## src/rtl/websocket_rx_deframer_assert.svh

```systemverilog
// ----------------------------------------------------------------------------
// WebSocket receive deframer assertion macros
// Concurrent assertion wrappers; they expand to nothing in synthesis.
// ----------------------------------------------------------------------------
`ifndef WEBSOCKET_RX_DEFRAMER_ASSERT_SVH
`define WEBSOCKET_RX_DEFRAMER_ASSERT_SVH
`ifndef SYNTHESIS
`define WSRXD_ASSERT(lbl, clk, rst_n, prop) \
  lbl: assert property (@(posedge clk) disable iff (!rst_n) prop) else $error("wsrxd check failed");
`define WSRXD_NEVER(lbl, clk, rst_n, cond) \
  lbl: assert property (@(posedge clk) disable iff (!rst_n) !(cond)) else $error("wsrxd check failed");
`else
`define WSRXD_ASSERT(lbl, clk, rst_n, prop)
`define WSRXD_NEVER(lbl, clk, rst_n, cond)
`endif
`endif

```

## src/rtl/wsrxd_pkg.sv

```systemverilog
// ----------------------------------------------------------------------------
// WebSocket receive deframer package
// Shared types, codes and constants of the deframer.
// ----------------------------------------------------------------------------
`timescale 1ns / 1ps
`default_nettype none

package wsrxd_pkg;

  localparam int TIME_BITS   = 32;
  localparam int QUEUE_DEPTH = 4;
  localparam int QPTR_W      = $clog2(QUEUE_DEPTH);
  localparam int QCNT_W      = $clog2(QUEUE_DEPTH + 1);
  localparam int MAX_RES     = 3;

  typedef enum logic [2:0] {
    PH_HDR0, PH_HDR1, PH_EXT0, PH_EXT1, PH_KEY, PH_PAYLOAD, PH_CLOSED
  } phase_t;

  typedef enum logic [1:0] {
    KIND_DATA  = 2'd0,
    KIND_TX    = 2'd1,
    KIND_EVENT = 2'd2
  } kind_t;

  typedef enum logic [3:0] {
    EV_NONE       = 4'd0,
    EV_PONG_SEEN  = 4'd1,
    EV_PEER_CLOSE = 4'd2,
    EV_UNMASKED   = 4'd3,
    EV_LARGE_CTRL = 4'd4,
    EV_NONMINIMAL = 4'd5,
    EV_HUGE       = 4'd6,
    EV_BAD_OPCODE = 4'd7,
    EV_FLOOD      = 4'd8
  } ev_t;

  localparam logic [9:0] CLOSE_NONE     = 10'd0;
  localparam logic [9:0] CLOSE_PROTOCOL = 10'd1002;
  localparam logic [9:0] CLOSE_POLICY   = 10'd1008;
  localparam logic [9:0] CLOSE_TOO_BIG  = 10'd1009;

  localparam logic [3:0] OP_LAST_DATA  = 4'h2;
  localparam logic [3:0] OP_CONN_CLOSE = 4'h8;
  localparam logic [3:0] OP_PING       = 4'h9;
  localparam logic [3:0] OP_PONG       = 4'hA;

  localparam logic [7:0]  BYTE_CR      = 8'h0D;
  localparam logic [7:0]  BYTE_LF      = 8'h0A;
  localparam logic [7:0]  PONG_HDR     = 8'h8A;
  localparam logic [6:0]  LEN_EXT16    = 7'd126;
  localparam logic [6:0]  LEN_EXT64    = 7'd127;
  localparam logic [15:0] CTRL_MAX_LEN = 16'd125;

  localparam logic [1:0] CFG_NATIVE_PING  = 2'd0;
  localparam logic [1:0] CFG_USER_SOCKET  = 2'd1;
  localparam logic [1:0] CFG_MIN_PING_GAP = 2'd2;

  localparam logic [7:0] MIN_PING_GAP_RST = 8'd10;

  typedef struct packed {
    kind_t      kind;
    logic [7:0] data;
    ev_t        ev;
    logic [9:0] code;
  } result_t;

  // One classified input byte: up to three results in order.
  typedef struct packed {
    logic [1:0]                 cnt;
    result_t [MAX_RES-1:0]      res;
  } job_t;

  typedef struct packed {
    logic valid;
    job_t job;
  } qhead_t;

  function automatic result_t make_res(kind_t kind, logic [7:0] data, ev_t ev,
                                       logic [9:0] code);
    result_t r;
    r.kind = kind;
    r.data = data;
    r.ev   = ev;
    r.code = code;
    return r;
  endfunction

endpackage

`default_nettype wire

```

## src/rtl/wsrxd_front.sv

```systemverilog
// ----------------------------------------------------------------------------
// WebSocket receive deframer front end
// Parses frame headers, unmasks payload bytes and turns each byte into a job.
// ----------------------------------------------------------------------------
`timescale 1ns / 1ps
`default_nettype none
`include "websocket_rx_deframer_assert.svh"

module wsrxd_front (
  input  wire                   clk,
  input  wire                   rst_n,
  input  wire                   cfg_we,
  input  wire  [1:0]            cfg_index,
  input  wire  [7:0]            cfg_wdata,
  input  wire                   in_valid,
  output logic                  in_ready,
  input  wire  [7:0]            in_rx_byte,
  input  wire  [31:0]           in_now_seconds,
  input  wire                   q_full,
  output logic                  push,
  output wsrxd_pkg::job_t       push_job
);

  wsrxd_pkg::phase_t phase_r, phase_nxt;
  logic [3:0]  opcode_r, opcode_nxt;
  logic        final_r, final_nxt;
  logic [15:0] plen_r, plen_nxt;
  logic [15:0] done_r, done_nxt;
  logic [31:0] key_r, key_nxt;
  logic [1:0]  midx_r, midx_nxt;
  logic [wsrxd_pkg::TIME_BITS-1:0] lct_r, lct_nxt;
  logic        native_ping_r, user_socket_r;
  logic [7:0]  gap_r;

  logic        accept;
  logic        is_ctrl;
  logic        flood;
  logic        fin;
  logic        fail;
  wsrxd_pkg::ev_t fail_ev;
  logic [9:0]  fail_code;
  logic [7:0]  plain;
  logic [1:0]  n;
  wsrxd_pkg::job_t job;
  logic [wsrxd_pkg::TIME_BITS-1:0] now_t, gap_t;

  assign in_ready = !q_full;
  assign accept   = in_valid && in_ready;
  assign is_ctrl  = (opcode_r == wsrxd_pkg::OP_PING) || (opcode_r == wsrxd_pkg::OP_PONG);
  assign now_t    = wsrxd_pkg::TIME_BITS'(in_now_seconds);
  assign gap_t    = wsrxd_pkg::TIME_BITS'(gap_r);
  assign flood    = (now_t < gap_t) || ((now_t - gap_t) <= lct_r);
  assign plain    = in_rx_byte ^ key_r[{midx_r, 3'b000} +: 8];

  always_ff @(posedge clk) begin
    if (!rst_n) begin
      native_ping_r <= 1'b1;
      user_socket_r <= 1'b1;
      gap_r         <= wsrxd_pkg::MIN_PING_GAP_RST;
    end else if (cfg_we) begin
      unique case (cfg_index)
        wsrxd_pkg::CFG_NATIVE_PING:  native_ping_r <= cfg_wdata[0];
        wsrxd_pkg::CFG_USER_SOCKET:  user_socket_r <= cfg_wdata[0];
        wsrxd_pkg::CFG_MIN_PING_GAP: gap_r         <= cfg_wdata;
        default: ;
      endcase
    end
  end

  always_ff @(posedge clk) begin
    if (!rst_n) begin
      phase_r  <= wsrxd_pkg::PH_HDR0;
      opcode_r <= 4'd0;
      final_r  <= 1'b0;
      plen_r   <= 16'd0;
      done_r   <= 16'd0;
      key_r    <= 32'd0;
      midx_r   <= 2'd0;
      lct_r    <= '0;
    end else if (accept) begin
      phase_r  <= phase_nxt;
      opcode_r <= opcode_nxt;
      final_r  <= final_nxt;
      plen_r   <= plen_nxt;
      done_r   <= done_nxt;
      key_r    <= key_nxt;
      midx_r   <= midx_nxt;
      lct_r    <= lct_nxt;
    end
  end

  always_comb begin
    phase_nxt  = phase_r;
    opcode_nxt = opcode_r;
    final_nxt  = final_r;
    plen_nxt   = plen_r;
    done_nxt   = done_r;
    key_nxt    = key_r;
    midx_nxt   = midx_r;
    lct_nxt    = lct_r;
    fin        = 1'b0;
    fail       = 1'b0;
    fail_ev    = wsrxd_pkg::EV_NONE;
    fail_code  = wsrxd_pkg::CLOSE_NONE;
    n          = 2'd0;
    job        = '0;

    unique case (phase_r)
      wsrxd_pkg::PH_HDR0: begin
        opcode_nxt = in_rx_byte[3:0];
        final_nxt  = in_rx_byte[7];
        key_nxt    = 32'd0;
        midx_nxt   = 2'd0;
        done_nxt   = 16'd0;
        plen_nxt   = 16'd0;
        if (|in_rx_byte[6:4]) begin
          fail      = 1'b1;
          fail_ev   = wsrxd_pkg::EV_BAD_OPCODE;
          fail_code = wsrxd_pkg::CLOSE_PROTOCOL;
        end else if (in_rx_byte[3:0] <= wsrxd_pkg::OP_LAST_DATA) begin
          phase_nxt = wsrxd_pkg::PH_HDR1;
        end else if (in_rx_byte[3:0] == wsrxd_pkg::OP_CONN_CLOSE) begin
          fail      = 1'b1;
          fail_ev   = wsrxd_pkg::EV_PEER_CLOSE;
        end else if ((in_rx_byte[3:0] == wsrxd_pkg::OP_PING) ||
                     (in_rx_byte[3:0] == wsrxd_pkg::OP_PONG)) begin
          if (flood) begin
            fail      = 1'b1;
            fail_ev   = wsrxd_pkg::EV_FLOOD;
            fail_code = wsrxd_pkg::CLOSE_POLICY;
          end else begin
            lct_nxt   = now_t;
            phase_nxt = wsrxd_pkg::PH_HDR1;
          end
        end else begin
          fail      = 1'b1;
          fail_ev   = wsrxd_pkg::EV_BAD_OPCODE;
          fail_code = wsrxd_pkg::CLOSE_PROTOCOL;
        end
      end
      wsrxd_pkg::PH_HDR1: begin
        if (!in_rx_byte[7]) begin
          fail      = 1'b1;
          fail_ev   = wsrxd_pkg::EV_UNMASKED;
          fail_code = wsrxd_pkg::CLOSE_PROTOCOL;
        end else if (in_rx_byte[6:0] == wsrxd_pkg::LEN_EXT16) begin
          if (is_ctrl) begin
            fail      = 1'b1;
            fail_ev   = wsrxd_pkg::EV_LARGE_CTRL;
            fail_code = wsrxd_pkg::CLOSE_PROTOCOL;
          end else begin
            phase_nxt = wsrxd_pkg::PH_EXT0;
          end
        end else if (in_rx_byte[6:0] == wsrxd_pkg::LEN_EXT64) begin
          fail      = 1'b1;
          fail_ev   = wsrxd_pkg::EV_HUGE;
          fail_code = wsrxd_pkg::CLOSE_TOO_BIG;
        end else begin
          plen_nxt  = {9'd0, in_rx_byte[6:0]};
          phase_nxt = wsrxd_pkg::PH_KEY;
          // A ping is answered by an unmasked pong header of the same length.
          if (opcode_r == wsrxd_pkg::OP_PING) begin
            job.res[0] = wsrxd_pkg::make_res(wsrxd_pkg::KIND_TX, wsrxd_pkg::PONG_HDR,
                                             wsrxd_pkg::EV_NONE, wsrxd_pkg::CLOSE_NONE);
            job.res[1] = wsrxd_pkg::make_res(wsrxd_pkg::KIND_TX, {1'b0, in_rx_byte[6:0]},
                                             wsrxd_pkg::EV_NONE, wsrxd_pkg::CLOSE_NONE);
            n = 2'd2;
          end
        end
      end
      wsrxd_pkg::PH_EXT0: begin
        plen_nxt  = {in_rx_byte, 8'h00};
        phase_nxt = wsrxd_pkg::PH_EXT1;
      end
      wsrxd_pkg::PH_EXT1: begin
        plen_nxt = {plen_r[15:8], in_rx_byte};
        if ({plen_r[15:8], in_rx_byte} <= wsrxd_pkg::CTRL_MAX_LEN) begin
          fail      = 1'b1;
          fail_ev   = wsrxd_pkg::EV_NONMINIMAL;
          fail_code = wsrxd_pkg::CLOSE_PROTOCOL;
        end else begin
          phase_nxt = wsrxd_pkg::PH_KEY;
        end
      end
      wsrxd_pkg::PH_KEY: begin
        key_nxt[{midx_r, 3'b000} +: 8] = key_r[{midx_r, 3'b000} +: 8] | in_rx_byte;
        midx_nxt = midx_r + 2'd1;
        if (midx_r == 2'd3) begin
          done_nxt = 16'd0;
          if (plen_r == 16'd0) begin
            fin = 1'b1;
          end else begin
            phase_nxt = wsrxd_pkg::PH_PAYLOAD;
          end
        end
      end
      wsrxd_pkg::PH_PAYLOAD: begin
        midx_nxt = midx_r + 2'd1;
        if (opcode_r <= wsrxd_pkg::OP_LAST_DATA) begin
          if ((plain != wsrxd_pkg::BYTE_CR) && (plain != wsrxd_pkg::BYTE_LF)) begin
            job.res[n] = wsrxd_pkg::make_res(wsrxd_pkg::KIND_DATA, plain,
                                             wsrxd_pkg::EV_NONE, wsrxd_pkg::CLOSE_NONE);
            n = n + 2'd1;
          end
        end else if (opcode_r == wsrxd_pkg::OP_PING) begin
          job.res[n] = wsrxd_pkg::make_res(wsrxd_pkg::KIND_TX, plain,
                                           wsrxd_pkg::EV_NONE, wsrxd_pkg::CLOSE_NONE);
          n = n + 2'd1;
        end
        done_nxt = done_r + 16'd1;
        if ((done_r + 16'd1) == plen_r) begin
          fin = 1'b1;
        end
      end
      wsrxd_pkg::PH_CLOSED: begin
      end
      default: begin
        phase_nxt = wsrxd_pkg::PH_CLOSED;
      end
    endcase

    // End of frame: a final data frame gets CR LF, a pong may raise its event.
    if (fin) begin
      phase_nxt = wsrxd_pkg::PH_HDR0;
      if (opcode_r <= wsrxd_pkg::OP_LAST_DATA) begin
        if (final_r) begin
          job.res[n] = wsrxd_pkg::make_res(wsrxd_pkg::KIND_DATA, wsrxd_pkg::BYTE_CR,
                                           wsrxd_pkg::EV_NONE, wsrxd_pkg::CLOSE_NONE);
          n = n + 2'd1;
          job.res[n] = wsrxd_pkg::make_res(wsrxd_pkg::KIND_DATA, wsrxd_pkg::BYTE_LF,
                                           wsrxd_pkg::EV_NONE, wsrxd_pkg::CLOSE_NONE);
          n = n + 2'd1;
        end
      end else if (opcode_r == wsrxd_pkg::OP_PONG) begin
        if (user_socket_r && native_ping_r) begin
          job.res[n] = wsrxd_pkg::make_res(wsrxd_pkg::KIND_EVENT, 8'h00,
                                           wsrxd_pkg::EV_PONG_SEEN, wsrxd_pkg::CLOSE_NONE);
          n = n + 2'd1;
        end
      end
    end

    if (fail) begin
      phase_nxt  = wsrxd_pkg::PH_CLOSED;
      job.res[0] = wsrxd_pkg::make_res(wsrxd_pkg::KIND_EVENT, 8'h00, fail_ev, fail_code);
      n          = 2'd1;
    end

    job.cnt = n;
  end

  assign push     = accept && (job.cnt != 2'd0);
  assign push_job = job;

  `WSRXD_NEVER(a_closed_is_silent, clk, rst_n, (phase_r == wsrxd_pkg::PH_CLOSED) && push)
  `WSRXD_ASSERT(a_fail_closes, clk, rst_n, (accept && fail) |=> (phase_r == wsrxd_pkg::PH_CLOSED))

endmodule

`default_nettype wire

```

## src/rtl/wsrxd_queue.sv

```systemverilog
// ----------------------------------------------------------------------------
// WebSocket receive deframer job queue
// Short FIFO of classified jobs between the front end and the result stage.
// ----------------------------------------------------------------------------
`timescale 1ns / 1ps
`default_nettype none
`include "websocket_rx_deframer_assert.svh"

module wsrxd_queue (
  input  wire                   clk,
  input  wire                   rst_n,
  input  wire                   push,
  input  wsrxd_pkg::job_t       push_job,
  output logic                  full,
  output wsrxd_pkg::qhead_t     head,
  input  wire                   pop
);

  wsrxd_pkg::job_t entries_r [wsrxd_pkg::QUEUE_DEPTH];
  logic [wsrxd_pkg::QPTR_W-1:0] wptr_r, rptr_r;
  logic [wsrxd_pkg::QCNT_W-1:0] count_r;

  assign full       = (count_r == wsrxd_pkg::QCNT_W'(wsrxd_pkg::QUEUE_DEPTH));
  assign head.valid = (count_r != '0);
  assign head.job   = entries_r[rptr_r];

  always_ff @(posedge clk) begin
    if (push) begin
      entries_r[wptr_r] <= push_job;
    end
  end

  always_ff @(posedge clk) begin
    if (!rst_n) begin
      wptr_r  <= '0;
      rptr_r  <= '0;
      count_r <= '0;
    end else begin
      if (push) begin
        wptr_r <= wptr_r + wsrxd_pkg::QPTR_W'(1);
      end
      if (pop) begin
        rptr_r <= rptr_r + wsrxd_pkg::QPTR_W'(1);
      end
      unique case ({push, pop})
        2'b10:   count_r <= count_r + wsrxd_pkg::QCNT_W'(1);
        2'b01:   count_r <= count_r - wsrxd_pkg::QCNT_W'(1);
        default: count_r <= count_r;
      endcase
    end
  end

  `WSRXD_ASSERT(a_count_in_range, clk, rst_n, count_r <= wsrxd_pkg::QCNT_W'(wsrxd_pkg::QUEUE_DEPTH))
  `WSRXD_NEVER(a_pop_when_empty, clk, rst_n, pop && !head.valid)

endmodule

`default_nettype wire

```

## src/rtl/wsrxd_back.sv

```systemverilog
// ----------------------------------------------------------------------------
// WebSocket receive deframer result stage
// Walks head job results into the output register one per unstalled cycle.
// ----------------------------------------------------------------------------
`timescale 1ns / 1ps
`default_nettype none
`include "websocket_rx_deframer_assert.svh"

module wsrxd_back (
  input  wire                   clk,
  input  wire                   rst_n,
  input  wsrxd_pkg::qhead_t     head,
  output logic                  pop,
  output logic                  out_valid,
  input  wire                   out_ready,
  output logic [1:0]            out_kind,
  output logic [7:0]            out_byte,
  output logic [3:0]            out_event_res,
  output logic [9:0]            out_close_code,
  output logic                  out_last_of_run
);

  logic                 out_valid_r;
  wsrxd_pkg::result_t   res_r;
  logic                 last_r;
  logic [1:0]           idx_r;
  logic                 load;
  logic                 take;
  logic                 at_last;

  assign load    = !out_valid_r || out_ready;
  assign take    = load && head.valid;
  assign at_last = (idx_r == (head.job.cnt - 2'd1));
  assign pop     = take && at_last;

  always_ff @(posedge clk) begin
    if (!rst_n) begin
      out_valid_r <= 1'b0;
      idx_r       <= 2'd0;
    end else begin
      if (take) begin
        out_valid_r <= 1'b1;
        idx_r       <= at_last ? 2'd0 : idx_r + 2'd1;
      end else if (out_ready) begin
        out_valid_r <= 1'b0;
      end
    end
  end

  always_ff @(posedge clk) begin
    if (take) begin
      res_r  <= head.job.res[idx_r];
      last_r <= at_last;
    end
  end

  assign out_valid       = out_valid_r;
  assign out_kind        = res_r.kind;
  assign out_byte        = res_r.data;
  assign out_event_res   = res_r.ev;
  assign out_close_code  = res_r.code;
  assign out_last_of_run = last_r;

  `WSRXD_ASSERT(a_job_nonempty, clk, rst_n, head.valid |-> (head.job.cnt != 2'd0))
  `WSRXD_ASSERT(a_idx_in_job, clk, rst_n, head.valid |-> (idx_r < head.job.cnt))

endmodule

`default_nettype wire

```

## src/rtl/websocket_rx_deframer.sv

```systemverilog
// ----------------------------------------------------------------------------
// WebSocket receive deframer
// Parses client frames byte by byte, unmasks payload, echoes pings and
// reports protocol errors and closes as events.
// ----------------------------------------------------------------------------
//   Channel  Direction  Handshake            Payload
//   in       input      in_valid/in_ready    in_rx_byte, in_now_seconds
//   out      output     out_valid/out_ready  out_kind, out_byte, out_event_res,
//                                            out_close_code, out_last_of_run
//   cfg      input      cfg_we               cfg_index, cfg_wdata
//
// One byte is taken per cycle while the four-entry job queue has room.
// The result stage sends one result per cycle while out_ready allows, so a
// byte with two or three results holds the output for each in turn; a taken
// byte's job is written to the queue, then its first result is loaded into
// the output register. Bytes that cause no result never enter the queue.
// Reset (rst_n low, synchronous) restores header parsing and register defaults.
// ----------------------------------------------------------------------------
`timescale 1ns / 1ps
`default_nettype none

module websocket_rx_deframer (
  input  wire          clk,
  input  wire          rst_n,
  input  wire          cfg_we,
  input  wire  [1:0]   cfg_index,
  input  wire  [7:0]   cfg_wdata,
  input  wire          in_valid,
  output logic         in_ready,
  input  wire  [7:0]   in_rx_byte,
  input  wire  [31:0]  in_now_seconds,
  output logic         out_valid,
  input  wire          out_ready,
  output logic [1:0]   out_kind,
  output logic [7:0]   out_byte,
  output logic [3:0]   out_event_res,
  output logic [9:0]   out_close_code,
  output logic         out_last_of_run
);

  logic               push;
  wsrxd_pkg::job_t    push_job;
  logic               q_full;
  wsrxd_pkg::qhead_t  head;
  logic               pop;

  wsrxd_front u_front (
    .clk            (clk),
    .rst_n          (rst_n),
    .cfg_we         (cfg_we),
    .cfg_index      (cfg_index),
    .cfg_wdata      (cfg_wdata),
    .in_valid       (in_valid),
    .in_ready       (in_ready),
    .in_rx_byte     (in_rx_byte),
    .in_now_seconds (in_now_seconds),
    .q_full         (q_full),
    .push           (push),
    .push_job       (push_job)
  );

  wsrxd_queue u_queue (
    .clk      (clk),
    .rst_n    (rst_n),
    .push     (push),
    .push_job (push_job),
    .full     (q_full),
    .head     (head),
    .pop      (pop)
  );

  wsrxd_back u_back (
    .clk             (clk),
    .rst_n           (rst_n),
    .head            (head),
    .pop             (pop),
    .out_valid       (out_valid),
    .out_ready       (out_ready),
    .out_kind        (out_kind),
    .out_byte        (out_byte),
    .out_event_res   (out_event_res),
    .out_close_code  (out_close_code),
    .out_last_of_run (out_last_of_run)
  );

endmodule

`default_nettype wire

```

## config.mk

```make
export PLATFORM = sky130hd
export DESIGN_NAME = websocket_rx_deframer
export DESIGN_NICKNAME = d
export VERILOG_FILES = /design/src/rtl/wsrxd_pkg.sv /design/src/rtl/wsrxd_front.sv /design/src/rtl/wsrxd_queue.sv /design/src/rtl/wsrxd_back.sv /design/src/rtl/websocket_rx_deframer.sv
export VERILOG_INCLUDE_DIRS = /design/src /design/src/rtl
export SDC_FILE = /design/constraint.sdc
export NUM_CORES = 1
export LEC_CHECK = 0
export ABC_AREA = 1
export BUFFER_PORTS_ARGS = -buffer_cell sky130_fd_sc_hd__clkbuf_2
export CELL_PAD_IN_SITES_DETAIL_PLACEMENT = 0
export CELL_PAD_IN_SITES_GLOBAL_PLACEMENT = 2
export CORE_ASPECT_RATIO = 1.5
export CORE_MARGIN = 2
export CORE_UTILIZATION = 42
export CTS_BUF_LIST = sky130_fd_sc_hd__clkbuf_2 sky130_fd_sc_hd__clkbuf_4 sky130_fd_sc_hd__clkbuf_8
export DETAILED_ROUTE_END_ITERATION = 7
export GPL_TIMING_DRIVEN = 1
export PLACE_DENSITY = 0.89
export SYNTH_ARGS = -nofsm -noshare
export SYNTH_HDL_FRONTEND = slang
export SYNTH_SLANG_ARGS = --single-unit
export TNS_END_PERCENT = 30
```

## constraint.sdc

```tcl
create_clock -name clk -period 10.5 [get_ports clk]
set_input_delay 0 -clock clk [delete_from_list [all_inputs] [get_ports clk]]
set_output_delay 0 -clock clk [all_outputs]
set_load 0.005 [all_outputs]
```

==> reports/results.tsv, run 1 <==
metric	value	unit
Clock transition at path regs	0.06	ns
Die Wd	156	µm
CTS tree	built	
DRC	0	
post-layout util	49.2	%
internal cell power	0.00235	W
sequential area share after synthesis	48.9	%
multi-input logic area	6360	µm²
CP endpoint kind	flop	
share of layout cells above drive strength 1	11.6	%
crit-path most repeated cell	nand2_1	
crit path max fanout	33	
CP max stage delay	0.87	ns
max cap viols	0	
Max transition margin	11.9	%
pre-CTS WS	4.77	ns
Synth Instances	1736	
Final Hold Vio Count	0	
clock root buffer	clkbuf_8	
highest-delay cell along the critical path	nor2_4	
vias	12090	
vias in the first global route	11951	
M1 WL	15000	µm
wire length on met3	1360	µm
first-pass detailed-route iteration total	5	
WL met2	21000	µm
Clock Path Buffers	3	
CP Class	flop to flop	
Worst VDD drop	0.0967	mV
core area	34200	µm²
sequential cell area	7100	µm²
Clk Latency, worst-skew pair	0.58	ns
initial core utilization	42.5	%
Routed WL	38700	µm
Data arrival, critical path	5.89	ns
Non-Filler Instances	2327	
fraction of registers with async set/reset	0	%
Critical Path RT	10.70	ns
combinational group share of total power	31.4	%
RSZ-0062 raised after global routing	false	
Max Fclk	176	MHz
top sig layer	met4	
worst hold path type	input pin to flop	
Post-synth EDFFs	151	
most common cell after layout, fill and taps aside	nand2_1	
Period minus WS final	5.69	ns
Synth cell types	61	
CTS H-Tree Depth	2	
Flop pwr share	41.7	%
std cell rows	83	
Inst Count DP	2188	
global route overflow	0	
largest net degree at the start of global routing	86	
remaining antenna violation count	0	
status	finished clean	
IO buf count	80	
syn_area_per_cell	8.37	µm²
post-DR wirelength/cell	16.6	µm
Die ar.	36100	µm²
Clk pwr share	26.9	%
Synth warnings	0	
critical path startpoint category	flop	
Switching Share	35.9	%
initial antenna violation count	1	
Leak Pwr	6.81	nW
sw power	0.00132	W
first-pass GRT wire length	62200	µm
Area Overhead vs Synth	15.8	%
Power Total	0.00367	W
PnR worst setup slack	4.81	ns
Die Ht	232	µm
number of synthesized register bits	279	
DR iter-0 viols	510	
CTS Buf Count	44	
period utilisation layout	54.2	%
Finish-stage setup viols	0	
Post-Syn Area	14500	µm²
dominant synthesized flop cell	edfxtp_1	
setup TNS	0	ns
Final GP Congestion	0.874	
postcts setup bufs	0	
Power per Cell Area	218	nW/µm²
Final Skew	0.0141	ns
total track usage	21.7	%
I/O pins	82	
number of fill cells	3297	
post-DR vias/cell	5.20	
Max Transition Viols Final	0	
clock sink count	279	
fin nets	1988	
syn nets	1856	
worst-margin pin slew	1.31	ns
Final HPWL DP	27600	µm
commonest non-fill, non-tap cells in the layout	nand2_1 (253), nor2_1 (214), inv_1 (212)	
-- stage by stage --
step	hold slack (ns)	instance area [µm²]
after detailed placement	0.221	15300
final	0.0889	16800
after global routing	0.0697	16800
after CTS	0.0473	16800
after floorplan	0.130	14500
after global placement	0.230	15300
-- cells in the mapped netlist, drive strengths merged (2+ instances only) --
master    n  area (µm²)
or2       2        12.5
buf      16        96.3
dfxtp   128        2560
fa        2        40.0
nor4      7        43.8
nor3b     2        15.0
nor3     29         145
o21bai    2        18.8
nand2   268        1060
clkbuf   46         175
a21oi   166         835
nand4    25         163
a31oi     2        12.5
o211ai    9        86.3
clkinv    3        12.5
xor2     21         184
o21ai   180         905
ha       63         788
xnor2    12         105
nand3    95         541
and3      2        12.5
nand3b    5        41.3
nor2    230         926
a211oi    9        67.6
a32o      2        20.0
edfxtp  151        4530
o22ai    25         156
a21boi    2        15.0
inv     218         821
a22o      5        43.8
-- sequential cells by signal, summed over array words and instances (netlist names), 8 cells and up, named ones only --
register,cells
u_front.lct_r,32
u_front.key_r,32
u_queue.entries_r,132
u_back.out_byte,8
u_front.plen_r,16
u_front.gap_r,8
u_front.done_r,16
-- layer usage --
metal / up-vias / track usage [%]
li1: 6132 / -
met1: 5631 / 23.7
met2: 257 / 42.2
met3: 70 / 2.65
met4: 0 / 8.40
met5: - / 0
-- power by group through the flow --
| stage | Clock, W | Combinational (W) | Sequential [W] |
|---|---|---|---|
| after floorplan | 0 | 0.000790 | 0.00153 |
| after global routing | 0.00106 | 0.00130 | 0.00155 |
| final | 0.000985 | 0.00115 | 0.00153 |
| after CTS | 0.00101 | 0.00116 | 0.00153 |
| after detailed placement | 0 | 0.00114 | 0.00155 |
| after global placement | 0 | 0.00113 | 0.00155 |
-- path summary, 6_finish.rpt --
kind | startpoint | endpoint | slack [ns] | depth (start not counted)
min | in_valid | u_front.midx_r[1] | 0.09 | 5
max reg2reg | u_front.gap_r[2] | u_queue.entries_r[1][64] | 4.81 | 28
min reg2reg | u_front.key_r[5] | u_front.key_r[5] | 0.45 | 2
max | u_front.gap_r[2] | u_queue.entries_r[1][64] | 4.81 | 28
-- what timing repair did --
item,CTS,global route
hold buffers,59,0
setup endpoints to repair,0,0
hold endpoints to repair,67,0
resized for setup,0,0
-- cell families (layout without fill, tap and decap cells) --
| family | after synthesis | after routing | share of synthesized area [%] |
|---|---|---|---|
| XOR/XNOR | 34 | 34 | 2.14 |
| adder cells (fa/ha/maj) | 65 | 65 | 5.70 |
| AND/OR/NAND/NOR | 667 | 667 | 20.5 |
| buffers and inverters | 283 | 448 | 7.61 |
| AO/OA/AOI/OAI | 407 | 407 | 15.2 |
| other | 1 | 2 | 0.0258 |
| flip-flops | 279 | 279 | 48.9 |
-- worst max-delay path: cells and delay by family (launching register included) --
kind            cells  cell delay, ns
simple gates       17            3.03
compound gates      6            0.98
buf+inv             2            0.20
fa+ha+maj           2            0.64
flops               1            0.30
xor+xnor            1            0.16
-- cell type report --
cell class                      instances  area share (%)
Inverter                              221            4.96
Clock inverter                         17           0.982
Timing Repair Buffer                  148            6.30
Clock buffer                           62            4.55
Multi-Input combinational cell       1174            37.8
Sequential cell                       279            42.2
Antenna cell                            1          0.0149
Tap cell                              425            3.16
No activity file was read; power rests on OpenSTA's default activity.
==> inputs of run 2 (changes only) <==
Settings changed: CORE_UTILIZATION 42 to 39, PLACE_DENSITY 0.89 to 0.83.
Clock period 10.5 ns to 5.4 ns, I/O delays scaled along.
==> run 2 against run 1 <==
Final cell count is 3.1% higher. Via count fell by 0.58%. First-iteration DRC count rose by 11%. Total power is 95% higher. Core utilization shrank 2.6 points. Final area grew 1.7%. Global-route usage fell by 1.1 points. Clock-buffer cell count rose by 4. Routed wire length rose by 1.8%.
==> reports/results.tsv, run 2 (same netlist as run 1, synthesis figures left out) <==
metric	value	unit	change
Leak Pwr	6.91	nW	+1.4%
M1 WL	15800	µm	+5.3%
Final HPWL DP	28600	µm	+3.7%
Setup crit end	u_queue.count_r[2]		
CP Class	flop to flop		
Max Transition Viols Final	0		unchanged
max cap viols	0		unchanged
Final Cell Area	17100	µm²	+1.7%
Final Skew	0.0202	ns	+0.00610 ns
Finish-stage setup viols	0		unchanged
Clock Path Buffers	3		unchanged
clock root buffer	clkbuf_8		
status	finished clean		
worst-margin pin slew	1.10	ns	-0.207 ns
IO buf count	80		unchanged
first-pass GRT wire length	63200	µm	+1.6%
Final Hold Vio Count	0		unchanged
vias	12020		-0.58%
Die Ht	240	µm	+3.7%
WL met2	20700	µm	-1.5%
core area	36700	µm²	+7.4%
Clock transition at path regs	0.06	ns	about the same
setup TNS	0	ns	unchanged
period utilisation layout	89.5	%	+35 points
largest net degree at the start of global routing	66		-23%
biggest regs	u_queue.entries_r (132), u_front.key_r (32), u_front.lct_r (32)		
crit path max fanout	5		-85%
Die Wd	162	µm	+3.7%
share of layout cells above drive strength 1	13.0	%	+1.4 points
max FFs per register	132		unchanged
Area Overhead vs Synth	17.7	%	
DR iter-0 viols	568		+11%
Top reg by flops	u_queue.entries_r		
Inst Count DP	2258		+3.2%
std cell rows	86		+3.6%
Non-Filler Instances	2400		+3.1%
Max transition margin	25.8	%	+14 points
crit-path most repeated cell	nand2_1		
Critical Path RT	5.85	ns	-4.85 ns
Final GP Congestion	0.870		-0.40%
post-DR wirelength/cell	16.4	µm	-1.3%
top sig layer	met4		
DRC	0		unchanged
initial antenna violation count	1		unchanged
CTS Buf Count	45		+2.3%
RSZ-0062 raised after global routing	false		
Routed WL	39400	µm	+1.8%
Die ar.	38800	µm²	+7.5%
CTS tree	built		
CTS H-Tree Depth	2		unchanged
clock sink count	279		unchanged
Critical path origin	u_front.gap_r[2]		
worst r2r dst	u_queue.count_r[2]		
Power per Cell Area	419	nW/µm²	+92%
Worst VDD drop	0.237	mV	+150%
first-pass detailed-route iteration total	6		+1
remaining antenna violation count	0		unchanged
fin nets	2003		+0.75%
commonest non-fill, non-tap cells in the layout	nand2_1 (251), inv_1 (212), nor2_1 (207)		
critical path startpoint category	flop		
highest-delay cell along the critical path	fa_1		
initial core utilization	39.6	%	-2.9 points
Clk Latency, worst-skew pair	0.58	ns	about the same
Max Fclk	207	MHz	+18%
wire length on met3	1310	µm	-3.5%
worst reg2reg path startpoint	u_front.gap_r[2]		
Data arrival, critical path	5.28	ns	-0.61 ns
r2r setup slk	0.57	ns	-4.24 ns
worst hold path type	input pin to flop		
global route overflow	0		unchanged
CP endpoint kind	flop		
R2R cell count	34		+21%
most common cell after layout, fill and taps aside	nand2_1		
number of fill cells	3671		+11%
vias in the first global route	11927		-0.20%
I/O pins	82		unchanged
post-DR vias/cell	5.01		-3.6%
total track usage	20.6	%	-1.1 points
Placed Area	15500	µm²	+1.4%
CP max stage delay	0.38	ns	-0.49 ns
Period minus WS final	4.83	ns	-0.858 ns
[run 2: cell types whose count changed in the layout (fill, tap and decap cells not counted), moves of 4 or more]
cell / change
nor2_2: +6
nor2_1: -7
clkbuf_8: +6
buf_12: +4
buf_4: +9
[run 2: stage by stage]
step / hold WS (ns) / setup slack (ns) / power, W / util, %
4_1_cts: 0.0340 / 0.0663 / 0.00725 / 46.4
3_5_place_dp: 0.227 / 0.115 / 0.00531 / 42.2
2_1_floorplan: 0.130 / -0.0911 / 0.00451 / -
3_3_place_gp: 0.225 / 0.211 / 0.00529 / 42.2
5_1_grt: 0.0652 / 0.0230 / 0.00767 / 46.6
6_report: 0.0485 / 0.569 / 0.00716 / 46.6
[run 2: per-layer routing]
| metal | global-route usage, % | up-vias |
|---|---|---|
| li1 | - | 6161 |
| met1 | 23.0 | 5541 |
| met2 | 38.9 | 229 |
| met3 | 2.59 | 89 |
| met4 | 9.33 | 0 |
| met5 | 0 | - |
[run 2: report_power, final]
part	switching [W]	internal (W)	total (W)
clock network	0.000843	0.00104	0.00188
logic	0.00155	0.000760	0.00231
registers	0.000173	0.00279	0.00297
total	0.00257	0.00459	0.00716
[run 2: layout make-up]
cell class              count  area, µm²  area share, %
repair buffers            162       1220           7.11
clock inverters            13       93.8          0.549
multi-input cells        1174       6420           37.5
inverters                 221        833           4.87
clock buffers              66        833           4.87
flip-flops and latches    279       7100           41.5
diodes                      1       2.50         0.0146
well taps                 484        606           3.54
[run 2: timing repair]
item                       in CTS  in global routing
setup buffers                   0                  2
gates resized for setup         0                 18
hold endpoints to repair       73                  0
hold buffers                   60                  0
setup endpoints to repair       0                152
[run 2: critical path: cells and delay by family (launching register included)]
kind,cells,cell delay [ns]
xor gates and xnor gates,1,0.16
adders and majority gates,4,1.17
buffers and inverters,3,0.22
DFF,1,0.31
AOI/OAI and AO/OA,7,0.83
and+or+nand+nor,19,2.03
[run 2: worst min path at each step]
stage,from,to,slack [ns],depth (start not counted)
detailed placement,cfg_wdata[1],u_front.gap_r[1],0.23,3
global placement,cfg_wdata[1],u_front.gap_r[1],0.23,3
global route,in_valid,u_front.midx_r[1],0.07,5
CTS,in_valid,u_front.midx_r[1],0.03,5
floorplan,cfg_wdata[1],u_front.gap_r[1],0.13,2
finish,in_valid,u_front.midx_r[1],0.05,5
==> inputs of run 3 (changes only) <==
Settings changed: CORE_MARGIN 2 to not set.
==> run 3 against run 2 <==
Die area is 2.1% lower. Critical path depth is 2 lower. Sequential power hardly changed. Register-to-register slack worse by 0.13 ns. Core utilization is 0.33 points higher. Non-clock buffer count is 3 higher. Final area is 0.72% higher. Clock skew is 0.0060 ns higher. Sequential share of layout area is 0.30 points lower. Routed wire length is 1.3% lower. Clock power is 7% higher. Critical path type unchanged. Highest routed layer unchanged.
==> reports/results.tsv, run 3 (same netlist as run 1, synthesis figures left out) <==
metric	value	unit	change
largest net degree at the start of global routing	86		+30%
CTS tree	built		
Routed WL	38900	µm	-1.3%
CP max stage delay	0.37	ns	about the same
Final Skew	0.0262	ns	+0.00600 ns
Clk Latency, worst-skew pair	0.58	ns	about the same
commonest non-fill, non-tap cells in the layout	nand2_1 (251), inv_1 (212), nor2_1 (208)		
max FFs per register	132		unchanged
critical path startpoint category	flop		
hold_sp	in_valid		
share of layout cells above drive strength 1	13.3	%	+0.34 points
Top reg by flops	u_queue.entries_r		
Clock transition at path regs	0.06	ns	about the same
post-DR wirelength/cell	16.2	µm	-1.4%
post-DR vias/cell	5.02		+0.18%
worst hold path type	input pin to flop		
Critical Path RT	5.85	ns	about the same
most common cell after layout, fill and taps aside	nand2_1		
Data arrival, critical path	5.41	ns	+0.13 ns
vias	12062		+0.35%
crit path max fanout	5		unchanged
R2R cell count	32		-5.9%
Hold Path Depth	5		unchanged
Final GP Congestion	0.846		-2.8%
period utilisation layout	91.8	%	+2.4 points
worst-margin pin slew	1.06	ns	-0.0393 ns
DR iter-0 viols	460		-19%
Die Wd	160	µm	-1.2%
Clock Path Buffers	3		unchanged
max cap viols	0		unchanged
initial antenna violation count	1		unchanged
Final Hold Vio Count	0		unchanged
core area	36700	µm²	unchanged
Die Ht	238	µm	-0.83%
global route overflow	0		unchanged
r2r setup slk	0.44	ns	-0.13 ns
IO buf count	80		unchanged
Final HPWL DP	27900	µm	-2.5%
Worst VDD drop	0.211	mV	-11%
CTS Buf Count	44		-2.2%
clock sink count	279		unchanged
biggest regs	u_queue.entries_r (132), u_front.key_r (32), u_front.lct_r (32)		
Hold WS	0.0682	ns	+0.0197 ns
Power Total	0.00728	W	+1.7%
status	finished clean		
multi-input logic area	6440	µm²	+0.39%
Die ar.	38000	µm²	-2.1%
worst reg2reg path startpoint	u_front.gap_r[3]		
Period minus WS final	4.96	ns	+0.128 ns
remaining antenna violation count	0		unchanged
Max transition margin	28.5	%	+2.6 points
highest-delay cell along the critical path	fa_1		
vias in the first global route	11840		-0.73%
Max Fclk	202	MHz	-2.6%
Power per Cell Area	422	nW/µm²	+0.93%
CP endpoint kind	flop		
I/O pins	82		unchanged
worst hold endpoint	u_front.midx_r[1]		
total track usage	20.7	%	+0.066 points
fin nets	2005		+0.10%
Final Cell Area	17200	µm²	+0.72%
clock root buffer	clkbuf_8		
std cell rows	86		unchanged
CTS H-Tree Depth	2		unchanged
DRC	0		unchanged
first-pass GRT wire length	61900	µm	-2.0%
initial core utilization	39.6	%	unchanged
number of fill cells	3650		-0.57%
worst r2r dst	u_queue.count_r[2]		
Max Transition Viols Final	0		unchanged
Area Overhead vs Synth	18.6	%	
Critical path origin	u_front.gap_r[3]		
CP Class	flop to flop		
crit-path most repeated cell	nand2_1		
first-pass detailed-route iteration total	4		-2
Placed Area	15500	µm²	about the same
Finish-stage setup viols	0		unchanged
sequential cell area	7100	µm²	unchanged
setup TNS	0	ns	unchanged
Leak Pwr	6.96	nW	+0.83%
==> run 3: cell types whose count changed in the layout (fill, tap and decap cells not counted), moves of 2 or more <==
cell       delta
clkbuf_4      +2
bufinv_16     +3
a21oi_2       +2
clkbuf_8      -2
buf_4         +2
a21oi_1       -2
==> run 3: per-stage QoR <==
| stage | setup slack (ns) | instances | util (%) |
|---|---|---|---|
| finish | 0.441 | 2404 | 46.9 |
| detailed placement | 0.0500 | 2257 | 42.2 |
| global placement | 0.182 | 2257 | 42.2 |
| global route | -0.0848 | 2404 | 46.9 |
| floorplan | -0.0911 | 1736 | - |
| CTS | 0.00294 | 2397 | 46.6 |
==> run 3: metal layers <==
layer / track usage, % / vias up / wire (µm)
met3: 2.87 / 76 / 1310
met4: 8.95 / 0 / 1460
met1: 22.0 / 5598 / 15500
li1: - / 6166 / -
met2: 40.2 / 222 / 20600
met5: 0 / - / 0
==> run 3: cell type report <==
class,count,share of cell area (%)
flip-flops and latches,279,41.2
multi-input cells,1174,37.4
repair buffers,165,7.27
inverters,221,4.84
clock buffers,66,4.77
well taps,484,3.52
clock inverters,14,0.981
diodes,1,0.0145
==> run 3: worst max-delay path by stage <==
stage / endpoint / depth (start not counted)
floorplan: u_queue.entries_r[0][0] / 28
global placement: u_queue.count_r[2] / 34
detailed placement: u_queue.count_r[2] / 34
CTS: u_queue.count_r[2] / 34
global route: u_queue.count_r[2] / 32
finish: u_queue.count_r[2] / 32
==> run 3: where the power goes <==
group          internal [W]  switching, W  total, W
registers           0.00279      0.000188   0.00298
logic              0.000761       0.00153   0.00229
clock network       0.00117      0.000841   0.00201
==> run 3: what timing repair did <==
| item | CTS | global route |
|---|---|---|
| setup buffers | 0 | 6 |
| setup endpoints to repair | 0 | 163 |
| hold endpoints to repair | 67 | 0 |
| resized for setup | 0 | 21 |
| hold buffers | 60 | 0 |
==> run 3: worst max-delay path: cells and delay by family, from the launching register on <==
kind                       cells  cell delay (ns)
xor gates and xnor gates       1             0.15
AOI/OAI and AO/OA              6             0.78
buffers and inverters          3             0.22
DFF                            1             0.31
adders and majority gates      4             1.15
and+or+nand+nor               18             2.22
